===== src/sv/yfps_pkg.sv =====
`timescale 1ns / 1ps
package yfps_pkg;

  localparam int DEF_MAX_WIDTH          = 4096;
  localparam int DEF_MAX_HEIGHT         = 4096;
  localparam int DEF_MEAN_FRACTION_BITS = 8;

  localparam int PADDR_W   = 4;
  localparam int PDATA_W   = 32;
  localparam int SIZE_W    = 13;
  localparam int SUM_W     = 32;
  localparam int CNT_W     = 2 * SIZE_W;
  localparam int MEAN_W    = 16;
  localparam int NUM_PLANE = 3;

  localparam logic [SIZE_W-1:0] RST_FRAME_WIDTH  = SIZE_W'(1920);
  localparam logic [SIZE_W-1:0] RST_FRAME_HEIGHT = SIZE_W'(1080);

  typedef enum logic [1:0] {
    REG_FRAME_WIDTH    = 2'd0,
    REG_FRAME_HEIGHT   = 2'd1,
    REG_CHROMA_SHIFT_H = 2'd2,
    REG_CHROMA_SHIFT_V = 2'd3
  } yfps_reg_e;

  typedef enum logic [1:0] {
    PLANE_Y = 2'd0,
    PLANE_U = 2'd1,
    PLANE_V = 2'd2
  } yfps_plane_e;

  typedef enum logic [2:0] {
    BK_IDLE,
    BK_LOAD,
    BK_CHECK,
    BK_DIV,
    BK_STORE,
    BK_EMIT
  } yfps_back_state_e;

  typedef struct packed {
    logic [SIZE_W-1:0] frame_width;
    logic [SIZE_W-1:0] frame_height;
    logic              chroma_shift_h;
    logic              chroma_shift_v;
  } yfps_cfg_t;

  typedef struct packed {
    logic [7:0] luma;
    logic [7:0] cb_sample;
    logic [7:0] cr_sample;
  } yfps_pixel_t;

  typedef struct packed {
    logic [31:0]       frame_number;
    logic [7:0]        min_y;
    logic [MEAN_W-1:0] mean_y;
    logic [7:0]        max_y;
    logic [7:0]        min_u;
    logic [MEAN_W-1:0] mean_u;
    logic [7:0]        max_u;
    logic [7:0]        min_v;
    logic [MEAN_W-1:0] mean_v;
    logic [7:0]        max_v;
  } yfps_result_t;

  // Frame totals handed from the front to the divider side
  typedef struct packed {
    logic [31:0]                     frame_number;
    logic [NUM_PLANE-1:0][7:0]       minimum;
    logic [NUM_PLANE-1:0][7:0]       maximum;
    logic [NUM_PLANE-1:0][SUM_W-1:0] sum;
    logic [SIZE_W-1:0]               width;
    logic [SIZE_W-1:0]               height;
    logic [SIZE_W-1:0]               chroma_width;
    logic [SIZE_W-1:0]               chroma_height;
  } yfps_snap_t;

  typedef struct packed {
    logic full;
    logic empty;
  } yfps_queue_status_t;

endpackage


===== src/sv/yfps_front.sv =====
`timescale 1ns / 1ps
module yfps_front #(
  parameter int MAX_WIDTH  = yfps_pkg::DEF_MAX_WIDTH,
  parameter int MAX_HEIGHT = yfps_pkg::DEF_MAX_HEIGHT
) (
  input  logic                 clk_i,
  input  logic                 rst_ni,
  input  yfps_pkg::yfps_cfg_t  cfg_i,
  input  logic                 accept_i,
  input  yfps_pkg::yfps_pixel_t pixel_i,
  output logic                 snap_push_o,
  output yfps_pkg::yfps_snap_t snap_o
);
  import yfps_pkg::*;

  localparam int ColW = $clog2(MAX_WIDTH);
  localparam int RowW = $clog2(MAX_HEIGHT);

  logic [ColW-1:0] col_q, col_d;
  logic [RowW-1:0] row_q, row_d;
  logic [31:0]     frame_q, frame_d;
  logic [NUM_PLANE-1:0][7:0]       min_q, min_d, min_n;
  logic [NUM_PLANE-1:0][7:0]       max_q, max_d, max_n;
  logic [NUM_PLANE-1:0][SUM_W-1:0] sum_q, sum_d, sum_n;
  logic [NUM_PLANE-1:0][7:0]       smp;
  logic [NUM_PLANE-1:0]            en;

  logic [SIZE_W-1:0] w, h, cw, ch;
  logic [SIZE_W:0]   col_next, row_next;
  logic              chroma_en, col_last, row_last, frame_end;

  always_comb begin
    // Zero counts as one; anything past the maximum is held at the maximum
    if (cfg_i.frame_width == '0) begin
      w = SIZE_W'(1);
    end else if ({1'b0, cfg_i.frame_width} > (SIZE_W + 1)'(MAX_WIDTH)) begin
      w = SIZE_W'(MAX_WIDTH);
    end else begin
      w = cfg_i.frame_width;
    end
    if (cfg_i.frame_height == '0) begin
      h = SIZE_W'(1);
    end else if ({1'b0, cfg_i.frame_height} > (SIZE_W + 1)'(MAX_HEIGHT)) begin
      h = SIZE_W'(MAX_HEIGHT);
    end else begin
      h = cfg_i.frame_height;
    end
    cw = w >> cfg_i.chroma_shift_h;
    ch = h >> cfg_i.chroma_shift_v;

    chroma_en = (SIZE_W'(col_q) < cw) && (SIZE_W'(row_q) < ch);
    col_next  = (SIZE_W + 1)'(col_q) + (SIZE_W + 1)'(1);
    row_next  = (SIZE_W + 1)'(row_q) + (SIZE_W + 1)'(1);
    col_last  = col_next >= {1'b0, w};
    row_last  = row_next >= {1'b0, h};
    frame_end = accept_i && col_last && row_last;

    smp[PLANE_Y] = pixel_i.luma;
    smp[PLANE_U] = pixel_i.cb_sample;
    smp[PLANE_V] = pixel_i.cr_sample;
    en[PLANE_Y]  = 1'b1;
    en[PLANE_U]  = chroma_en;
    en[PLANE_V]  = chroma_en;

    for (int p = 0; p < NUM_PLANE; p++) begin
      min_n[p] = (en[p] && (smp[p] < min_q[p])) ? smp[p] : min_q[p];
      max_n[p] = (en[p] && (smp[p] > max_q[p])) ? smp[p] : max_q[p];
      sum_n[p] = en[p] ? sum_q[p] + SUM_W'(smp[p]) : sum_q[p];
    end

    col_d   = col_q;
    row_d   = row_q;
    frame_d = frame_q;
    min_d   = min_q;
    max_d   = max_q;
    sum_d   = sum_q;
    if (accept_i) begin
      if (col_last) begin
        col_d = '0;
        row_d = row_last ? '0 : RowW'(row_next);
      end else begin
        col_d = ColW'(col_next);
      end
      if (frame_end) begin
        frame_d = frame_q + 32'd1;
        for (int p = 0; p < NUM_PLANE; p++) begin
          min_d[p] = 8'hFF;
          max_d[p] = 8'h00;
          sum_d[p] = '0;
        end
      end else begin
        min_d = min_n;
        max_d = max_n;
        sum_d = sum_n;
      end
    end
  end

  always_comb begin
    snap_push_o          = frame_end;
    snap_o.frame_number  = frame_q;
    snap_o.minimum       = min_n;
    snap_o.maximum       = max_n;
    snap_o.sum           = sum_n;
    snap_o.width         = w;
    snap_o.height        = h;
    snap_o.chroma_width  = cw;
    snap_o.chroma_height = ch;
  end

  always_ff @(posedge clk_i or negedge rst_ni) begin
    if (!rst_ni) begin
      col_q   <= '0;
      row_q   <= '0;
      frame_q <= '0;
      for (int p = 0; p < NUM_PLANE; p++) begin
        min_q[p] <= 8'hFF;
        max_q[p] <= 8'h00;
        sum_q[p] <= '0;
      end
    end else begin
      col_q   <= col_d;
      row_q   <= row_d;
      frame_q <= frame_d;
      min_q   <= min_d;
      max_q   <= max_d;
      sum_q   <= sum_d;
    end
  end

endmodule


===== src/sv/yfps_queue.sv =====
`timescale 1ns / 1ps
module yfps_queue (
  input  logic                         clk_i,
  input  logic                         rst_ni,
  input  logic                         push_i,
  input  yfps_pkg::yfps_snap_t         data_i,
  input  logic                         pop_i,
  output yfps_pkg::yfps_snap_t         data_o,
  output yfps_pkg::yfps_queue_status_t status_o
);
  import yfps_pkg::*;

  yfps_snap_t  mem [2];
  logic        wr_q, wr_d;
  logic        rd_q, rd_d;
  logic [1:0]  cnt_q, cnt_d;
  logic        do_push, do_pop;

  always_comb begin
    status_o.full  = cnt_q == 2'd2;
    status_o.empty = cnt_q == 2'd0;
    do_push = push_i && !status_o.full;
    do_pop  = pop_i && !status_o.empty;
    wr_d  = do_push ? ~wr_q : wr_q;
    rd_d  = do_pop ? ~rd_q : rd_q;
    cnt_d = cnt_q + 2'(do_push) - 2'(do_pop);
    data_o = mem[rd_q];
  end

  always_ff @(posedge clk_i) begin
    if (do_push) begin
      mem[wr_q] <= data_i;
    end
  end

  always_ff @(posedge clk_i or negedge rst_ni) begin
    if (!rst_ni) begin
      wr_q  <= 1'b0;
      rd_q  <= 1'b0;
      cnt_q <= '0;
    end else begin
      wr_q  <= wr_d;
      rd_q  <= rd_d;
      cnt_q <= cnt_d;
    end
  end

endmodule


===== src/sv/yfps_back.sv =====
`timescale 1ns / 1ps
module yfps_back #(
  parameter int MEAN_FRACTION_BITS = yfps_pkg::DEF_MEAN_FRACTION_BITS
) (
  input  logic                  clk_i,
  input  logic                  rst_ni,
  input  logic                  snap_empty_i,
  input  yfps_pkg::yfps_snap_t  snap_i,
  output logic                  snap_pop_o,
  input  logic                  pop_i,
  output logic                  empty_o,
  output yfps_pkg::yfps_result_t result_o
);
  import yfps_pkg::*;

  localparam int DivW = SUM_W + MEAN_FRACTION_BITS;
  localparam int HiW  = DivW - MEAN_W;
  localparam int RemW = CNT_W + 1;
  localparam int CmpW = (HiW > CNT_W) ? HiW : CNT_W;

  yfps_back_state_e state_q, state_d;

  logic do_take, do_load, do_check, do_step, do_store, do_emit;
  logic out_free;

  yfps_snap_t        snap_q;
  logic [1:0]        plane_q;
  logic [CNT_W-1:0]  count_q;
  logic [DivW-1:0]   dividend_q;
  logic [RemW-1:0]   rem_q;
  logic [MEAN_W-1:0] lo_q;
  logic [MEAN_W-1:0] quo_q;
  logic [3:0]        step_q;
  logic [NUM_PLANE-1:0][MEAN_W-1:0] mean_q;
  yfps_result_t      out_q;
  logic              out_valid_q;

  logic              count_zero, saturate;
  logic [RemW:0]     rem_shift;
  logic              rem_ge;

  always_comb begin
    out_free   = !out_valid_q || pop_i;
    count_zero = count_q == '0;
    saturate   = CmpW'(dividend_q[DivW-1:MEAN_W]) >= CmpW'(count_q);
    rem_shift  = {rem_q, lo_q[MEAN_W-1]};
    rem_ge     = rem_shift >= (RemW + 1)'(count_q);
  end

  always_comb begin
    state_d = state_q;
    case (state_q)
      BK_IDLE:  if (!snap_empty_i) state_d = BK_LOAD;
      BK_LOAD:  state_d = BK_CHECK;
      BK_CHECK: state_d = (count_zero || saturate) ? BK_STORE : BK_DIV;
      BK_DIV:   if (step_q == 4'd0) state_d = BK_STORE;
      BK_STORE: state_d = (plane_q == PLANE_V) ? BK_EMIT : BK_LOAD;
      BK_EMIT:  if (out_free) state_d = BK_IDLE;
      default:  state_d = BK_IDLE;
    endcase
  end

  always_comb begin
    do_take  = 1'b0;
    do_load  = 1'b0;
    do_check = 1'b0;
    do_step  = 1'b0;
    do_store = 1'b0;
    do_emit  = 1'b0;
    case (state_q)
      BK_IDLE:  do_take  = !snap_empty_i;
      BK_LOAD:  do_load  = 1'b1;
      BK_CHECK: do_check = 1'b1;
      BK_DIV:   do_step  = 1'b1;
      BK_STORE: do_store = 1'b1;
      BK_EMIT:  do_emit  = out_free;
      default:  do_take  = 1'b0;
    endcase
  end

  assign snap_pop_o = do_take;
  assign empty_o    = !out_valid_q;
  assign result_o   = out_q;

  always_ff @(posedge clk_i) begin
    if (do_take) begin
      snap_q <= snap_i;
    end
    if (do_load) begin
      if (plane_q == PLANE_Y) begin
        count_q <= CNT_W'(snap_q.width) * CNT_W'(snap_q.height);
      end else begin
        count_q <= CNT_W'(snap_q.chroma_width) * CNT_W'(snap_q.chroma_height);
      end
      dividend_q <= DivW'(snap_q.sum[plane_q]) << MEAN_FRACTION_BITS;
    end
    if (do_check) begin
      // Empty plane reads zero; a quotient past 16 bits saturates
      if (count_zero) begin
        quo_q <= '0;
      end else if (saturate) begin
        quo_q <= '1;
      end else begin
        quo_q <= '0;
      end
      rem_q  <= RemW'(dividend_q[DivW-1:MEAN_W]);
      lo_q   <= dividend_q[MEAN_W-1:0];
      step_q <= 4'd15;
    end
    if (do_step) begin
      rem_q  <= rem_ge ? RemW'(rem_shift - (RemW + 1)'(count_q)) : RemW'(rem_shift);
      lo_q   <= {lo_q[MEAN_W-2:0], 1'b0};
      quo_q  <= {quo_q[MEAN_W-2:0], rem_ge};
      step_q <= step_q - 4'd1;
    end
    if (do_store) begin
      mean_q[plane_q] <= quo_q;
    end
    if (do_emit) begin
      out_q.frame_number <= snap_q.frame_number;
      out_q.min_y  <= snap_q.minimum[PLANE_Y];
      out_q.mean_y <= mean_q[PLANE_Y];
      out_q.max_y  <= snap_q.maximum[PLANE_Y];
      out_q.min_u  <= snap_q.minimum[PLANE_U];
      out_q.mean_u <= mean_q[PLANE_U];
      out_q.max_u  <= snap_q.maximum[PLANE_U];
      out_q.min_v  <= snap_q.minimum[PLANE_V];
      out_q.mean_v <= mean_q[PLANE_V];
      out_q.max_v  <= snap_q.maximum[PLANE_V];
    end
  end

  always_ff @(posedge clk_i or negedge rst_ni) begin
    if (!rst_ni) begin
      state_q     <= BK_IDLE;
      plane_q     <= PLANE_Y;
      out_valid_q <= 1'b0;
    end else begin
      state_q <= state_d;
      if (do_take) begin
        plane_q <= PLANE_Y;
      end else if (do_store && plane_q != PLANE_V) begin
        plane_q <= plane_q + 2'd1;
      end
      if (do_emit) begin
        out_valid_q <= 1'b1;
      end else if (pop_i) begin
        out_valid_q <= 1'b0;
      end
    end
  end

endmodule


===== src/sv/yuv_frame_plane_statistics_unit.sv =====
`timescale 1ns / 1ps
// Per-frame minimum, mean and maximum of the Y, U and V planes of a raster pixel stream.
//
// Input: one pixel per request (luma, cb_sample, cr_sample), taken when push is high
// and full is low. The front takes one pixel every cycle while full is low and keeps
// column, row and frame counters plus running min, max and sum per plane; chroma counts
// only inside the subsampled chroma area.
// On the last pixel of a frame the totals go into a two-entry queue. The back side
// works out the three means with a shared shift-subtract divider, one quotient bit a
// cycle, and skips the division for an empty chroma plane or a saturated mean. full
// rises only when two frames are waiting in the queue; otherwise the block sustains
// one pixel a cycle.
// Results: the oldest result sits on out_data_o while empty is low; pop takes it.
// A stalled receiver holds one result in the output register, then the divider holds,
// then the queue fills and full rises.
// Configuration (APB, word registers): 0 frame_width, 1 frame_height,
// 2 chroma_shift_h, 3 chroma_shift_v. Write only while idle.
// Reset: 1920x1080 4:2:0, counters and accumulators cleared, no results waiting.
module yuv_frame_plane_statistics_unit #(
  parameter int MAX_WIDTH          = yfps_pkg::DEF_MAX_WIDTH,
  parameter int MAX_HEIGHT         = yfps_pkg::DEF_MAX_HEIGHT,
  parameter int MEAN_FRACTION_BITS = yfps_pkg::DEF_MEAN_FRACTION_BITS
) (
  input  logic                            clk_i,
  input  logic                            rst_ni,
  input  logic                            psel,
  input  logic                            penable,
  input  logic                            pwrite,
  input  logic [yfps_pkg::PADDR_W-1:0]    paddr,
  input  logic [yfps_pkg::PDATA_W-1:0]    pwdata,
  output logic [yfps_pkg::PDATA_W-1:0]    prdata,
  output logic                            pready,
  input  logic                            push,
  output logic                            full,
  input  yfps_pkg::yfps_pixel_t           in_data_i,
  output logic                            empty,
  input  logic                            pop,
  output yfps_pkg::yfps_result_t          out_data_o
);
  import yfps_pkg::*;

  yfps_cfg_t          cfg_q;
  yfps_reg_e          reg_idx;
  logic               cfg_wr;
  logic               accept;
  logic               snap_push, snap_pop;
  yfps_snap_t         snap_in, snap_out;
  yfps_queue_status_t q_status;

  assign pready  = 1'b1;
  assign reg_idx = yfps_reg_e'(paddr[3:2]);
  assign cfg_wr  = psel && penable && pwrite && pready;
  assign full    = q_status.full;
  assign accept  = push && !q_status.full;

  always_comb begin
    case (reg_idx)
      REG_FRAME_WIDTH:    prdata = PDATA_W'(cfg_q.frame_width);
      REG_FRAME_HEIGHT:   prdata = PDATA_W'(cfg_q.frame_height);
      REG_CHROMA_SHIFT_H: prdata = PDATA_W'(cfg_q.chroma_shift_h);
      REG_CHROMA_SHIFT_V: prdata = PDATA_W'(cfg_q.chroma_shift_v);
      default:            prdata = '0;
    endcase
  end

  always_ff @(posedge clk_i or negedge rst_ni) begin
    if (!rst_ni) begin
      cfg_q.frame_width    <= RST_FRAME_WIDTH;
      cfg_q.frame_height   <= RST_FRAME_HEIGHT;
      cfg_q.chroma_shift_h <= 1'b1;
      cfg_q.chroma_shift_v <= 1'b1;
    end else if (cfg_wr) begin
      case (reg_idx)
        REG_FRAME_WIDTH:    cfg_q.frame_width    <= pwdata[SIZE_W-1:0];
        REG_FRAME_HEIGHT:   cfg_q.frame_height   <= pwdata[SIZE_W-1:0];
        REG_CHROMA_SHIFT_H: cfg_q.chroma_shift_h <= pwdata[0];
        REG_CHROMA_SHIFT_V: cfg_q.chroma_shift_v <= pwdata[0];
        default:            cfg_q <= cfg_q;
      endcase
    end
  end

  yfps_front #(
    .MAX_WIDTH  (MAX_WIDTH),
    .MAX_HEIGHT (MAX_HEIGHT)
  ) u_front (
    .clk_i       (clk_i),
    .rst_ni      (rst_ni),
    .cfg_i       (cfg_q),
    .accept_i    (accept),
    .pixel_i     (in_data_i),
    .snap_push_o (snap_push),
    .snap_o      (snap_in)
  );

  yfps_queue u_queue (
    .clk_i    (clk_i),
    .rst_ni   (rst_ni),
    .push_i   (snap_push),
    .data_i   (snap_in),
    .pop_i    (snap_pop),
    .data_o   (snap_out),
    .status_o (q_status)
  );

  yfps_back #(
    .MEAN_FRACTION_BITS (MEAN_FRACTION_BITS)
  ) u_back (
    .clk_i        (clk_i),
    .rst_ni       (rst_ni),
    .snap_empty_i (q_status.empty),
    .snap_i       (snap_out),
    .snap_pop_o   (snap_pop),
    .pop_i        (pop),
    .empty_o      (empty),
    .result_o     (out_data_o)
  );

endmodule


===== config.mk =====
export PLATFORM = sky130hd
export DESIGN_NAME = yuv_frame_plane_statistics_unit
export DESIGN_NICKNAME = d
export VERILOG_FILES = /design/src/sv/yfps_pkg.sv /design/src/sv/yfps_front.sv /design/src/sv/yfps_queue.sv /design/src/sv/yfps_back.sv /design/src/sv/yuv_frame_plane_statistics_unit.sv
export SDC_FILE = /design/constraint.sdc
export NUM_CORES = 2
export LEC_CHECK = 0
export ABC_AREA = 0
export ABC_CLOCK_PERIOD_IN_PS = 38400
export BUFFER_PORTS_ARGS = -buffer_cell sky130_fd_sc_hd__buf_2
export CAP_MARGIN = 20
export CORE_ASPECT_RATIO = 0.5
export CORE_MARGIN = 10
export CORE_UTILIZATION = 55
export CTS_BUF_LIST = sky130_fd_sc_hd__clkbuf_8
export DETAILED_ROUTE_END_ITERATION = 8
export GPL_TIMING_DRIVEN = 1
export PLACE_DENSITY = 0.72
export REMOVE_ABC_BUFFERS = 1
export SLEW_MARGIN = 25
export SYNTH_ARGS = -nofsm -noshare
export SYNTH_HDL_FRONTEND = slang
export SYNTH_HIERARCHICAL = 1
export SYNTH_SLANG_ARGS = --single-unit

===== constraint.sdc =====
create_clock -name clk_i -period 38.4 [get_ports clk_i]
set_clock_uncertainty 0.05 [all_clocks]
set_input_delay 1.92 -clock clk_i [delete_from_list [all_inputs] [get_ports clk_i]]
set_output_delay 1.92 -clock clk_i [all_outputs]
set_load 0.01 [all_outputs]

==> flow_metrics.tcl <==
set metrics [dict create \
    status "completed" \
    cts-resized-gates 0 \
    finalNetCount 6014 \
    finalCriticalPeriod_ns 6.787 \
    clk_pin_slew_ns 0.07 \
    synthFlopType "edfxtp_1" \
    totalWireLength_mm 144.1 \
    worstPathRequired_ns 38.83 \
    min_period_over_period_pct 17.67 \
    clock-sinks 1211 \
    ant_nets 0 \
    portBuffers 188 \
    slew_violations 0 \
    initial_core_util_pct 55.83 \
    fmax_mhz 147.3 \
    regArea_mm2 0.03522 \
    avgSynthCellArea_um2 12.46 \
    drt_iter0_markers 3504 \
    place_hpwl_mm 98.41 \
    grt-ovfl-total 0 \
    cp_slowest_stage_delay_ns 0.86 \
    maxCapViolations 0 \
    setup_violations 0 \
    multi_input_area_mm2 0.02648 \
    path_class "reg2reg" \
    die_area_mm2 0.1328 \
    cts_buffers 169 \
    drive_gt1_share_pct 15.35 \
    die_y_um 262.7 \
    post-place-ws_ns 31.43 \
    synth_warnings 6 \
    end_kind "flop" \
    clockRootBuffer "clkbuf_8" \
    fin_ws_ns 31.61 \
    ys_async_sr_fraction_pct 19.65 \
    startpoint_type "flop" \
    post-route-util_pct 60.66 \
    synth.cell_area_mm2 0.06479 \
    via_count 40955 \
    firstDrtPassIters 6 \
    drc 0 \
    fillCellCount 8941 \
    synth_cells 5199 \
    seq_area_frac_synth_pct 54.35 \
    grt_max_degree 159 \
    ys_ff_latch 1211 \
    clockBufferDepth 3 \
    grt_pass1_wl_mm 231.2 \
    synth_cell_types 94 \
    synth_edf_count 973 \
    grtUsageTotal_pct 21.51 \
    cts_tree "built" \
    crit_fanout 72 \
    syn_to_final_growth_pct 8.657 \
    slew_headroom_pct 28.86 \
    wl_per_cell_um 20.30 \
    rsz0062_at_grt "no" \
    post-cts-setup-buffers 0 \
    clkLatencyLatePin_ns 0.88 \
    holdBufCountCts 0 \
    critical_path.top_delay_family "buffers and inverters" \
    place_congestion 0.8977 \
    h-tree-depth 4 \
    fin_tns_setup_ns 0 \
    whs_ns 0.3538 \
    r2r_slack_ns 31.61 \
    grt_pass1_vias 41924 \
    worst_path_max_delay_cell "buf_4" \
    crit_chain "ha_1, and3_1, and3_1, and3_1, nand3_1, xnor2_1, ha_1, a2111o_1, nor2_1, a221oi_4, buf_4, nand3_2, buf_4, inv_2, nand2_1, nor2_4, buf_6, buf_4" \
    hold_viol 0 \
    worst_pin_slew_ns 1.067 \
    antenna_found_initial 3 \
    fp-row-count 88 \
    holdCritPathClass "reg2reg" \
    viasPerCell 5.767 \
    io_pins 230 \
    path_buf_inv 5 \
    arrival_ns 7.22 \
    core_area_mm2 0.1161 \
    die_w_um 505.4 \
]
state kept, by name, summed over array words and instances (netlist names), 24 cells and up:
name	cells
u_front/max_q	24
u_front/min_q	24
u_back/snap_q	228
cfg_q	28
u_front/sum_q	96
u_back/result_o	128
u_back/count_q	26
u_queue/mem	456
u_back/dividend_q	32
u_front/frame_q	32
u_back/rem_q	27
u_back/mean_q	48
cells in the mapped netlist, types with 14 or more instances:
cell         n  area share, %
a211oi_1    21           0.24
a21o_1      83           0.96
a21oi_1    107           0.83
a22o_1      55           0.74
a31oi_1     40           0.39
and2_1     180            1.7
and3_1      52           0.50
and4_1      14           0.19
buf_2       25           0.19
buf_4       22           0.25
buf_6       26           0.45
clkbuf_1   152           0.88
dfrtp_1    204            7.9
dfstp_2     34            1.4
edfxtp_1   973             45
fa_1       246            7.6
ha_1       318            6.1
inv_1      551            3.2
mux2_2     279            4.8
mux2i_1     87            1.3
nand2_1    518            3.0
nand2b_1    21           0.20
nand3_1    120           0.93
nand4_1     48           0.46
nor2_1     175            1.0
nor2b_1     15           0.14
nor3_1      62           0.48
nor4_1      23           0.22
nor4_2      14           0.27
o211ai_1    24           0.28
o21a_1      53           0.61
o21ai_0    200            1.5
o21ai_1     16           0.12
o2bb2ai_1   15           0.20
or3_1       27           0.26
or4_1       16           0.19
xnor2_1    118            1.6
xor2_1      79            1.1
metrics by stage:
stage          std cells  area, um2
5_1_grt             7101      70400
4_1_cts             7100      70380
6_report            7101      70400
3_3_place_gp        6787      67030
2_1_floorplan       4979      63660
3_5_place_dp        6787      67040
worst register-to-register path, stage by stage, from the launching register on:
cell and delay, ns:
dfrtp_1 0.51, ha_1 0.29, and3_1 0.22, and3_1 0.25, and3_1 0.29, nand3_1 0.13, xnor2_1 0.28, ha_1 0.24
a2111o_1 0.17, nor2_1 0.07, a221oi_4 0.22, buf_4 0.45, nand3_2 0.13, buf_4 0.31, inv_2 0.22, nand2_1 0.14
nor2_4 0.70, buf_6 0.71, buf_4 0.91
layer usage:
layer | up-vias | routed length [um] | global-route usage, %
met5 | - | 13 | 0
met4 | 2 | 3404 | 6.684
met3 | 279 | 9227 | 3.780
met2 | 1423 | 69520 | 35.37
met1 | 20566 | 61980 | 29.15
li1 | 18685 | - | -
final timing paths:
| kind | startpoint | end | depth (start not counted) |
|---|---|---|---|
| worst min register to register | u_back/snap_q[208] | u_back/result_o[108] | 0 |
| worst min-delay path | u_back/snap_q[208] | u_back/result_o[108] | 0 |
| min in group asynchronous | rst_ni | u_front/max_q[11] | 1 |
| max in group asynchronous | rst_ni | u_queue/rd_q | 2 |
| worst max-delay path | u_front/col_q[0] | u_queue/mem[0][36] | 18 |
| worst max register to register | u_front/col_q[0] | u_queue/mem[0][36] | 18 |
kinds of logic (layout without fill, tap and decap cells):
kind of cell    Yosys count  count (layout)  share of synthesized area [%]
compound gates          739             739                          7.696
xor+xnor                197             197                          2.663
fa+ha+maj               564             564                          13.74
buf+inv                 790            1098                          5.054
flops                  1211            1211                          54.35
mux                     377             377                          6.460
other cells               2              21                        0.01159
simple gates           1319            1319                          10.02
area by class of cell:
class                   instances  share of cell area, %
inverters                     552                  2.943
clock buffers                 185                  3.617
multi-input cells            3216                  37.61
flip-flops and latches       1211                  50.03
well taps                    1575                  2.799
clock inverters               128                  1.127
repair buffers                233                  1.870
diodes                          1               0.003555
cell usage in the layout (no fill, tap or decap), drive strengths merged, types with 18 or more instances in the layout:
master  count
mux2i      87
o21a       53
nand4      48
or4        18
dfrtp     204
mux2      289
o211ai     24
nor4       37
or3        27
a211oi     22
ha        318
edfxtp    973
xnor2     118
dfstp      34
a21o       83
buf       233
a21oi     108
a22o       55
clkinv     37
o21ai     220
fa        246
conb       20
nor2      176
inv       634
and2      180
nand2b     21
xor2       79
nand2     518
clkbuf    185
a31oi      40
nor3       63
nand3     121
and3       52
Power is not shown: default switching activity piles up to over one toggle a cycle in this logic, so the estimate is an artifact.
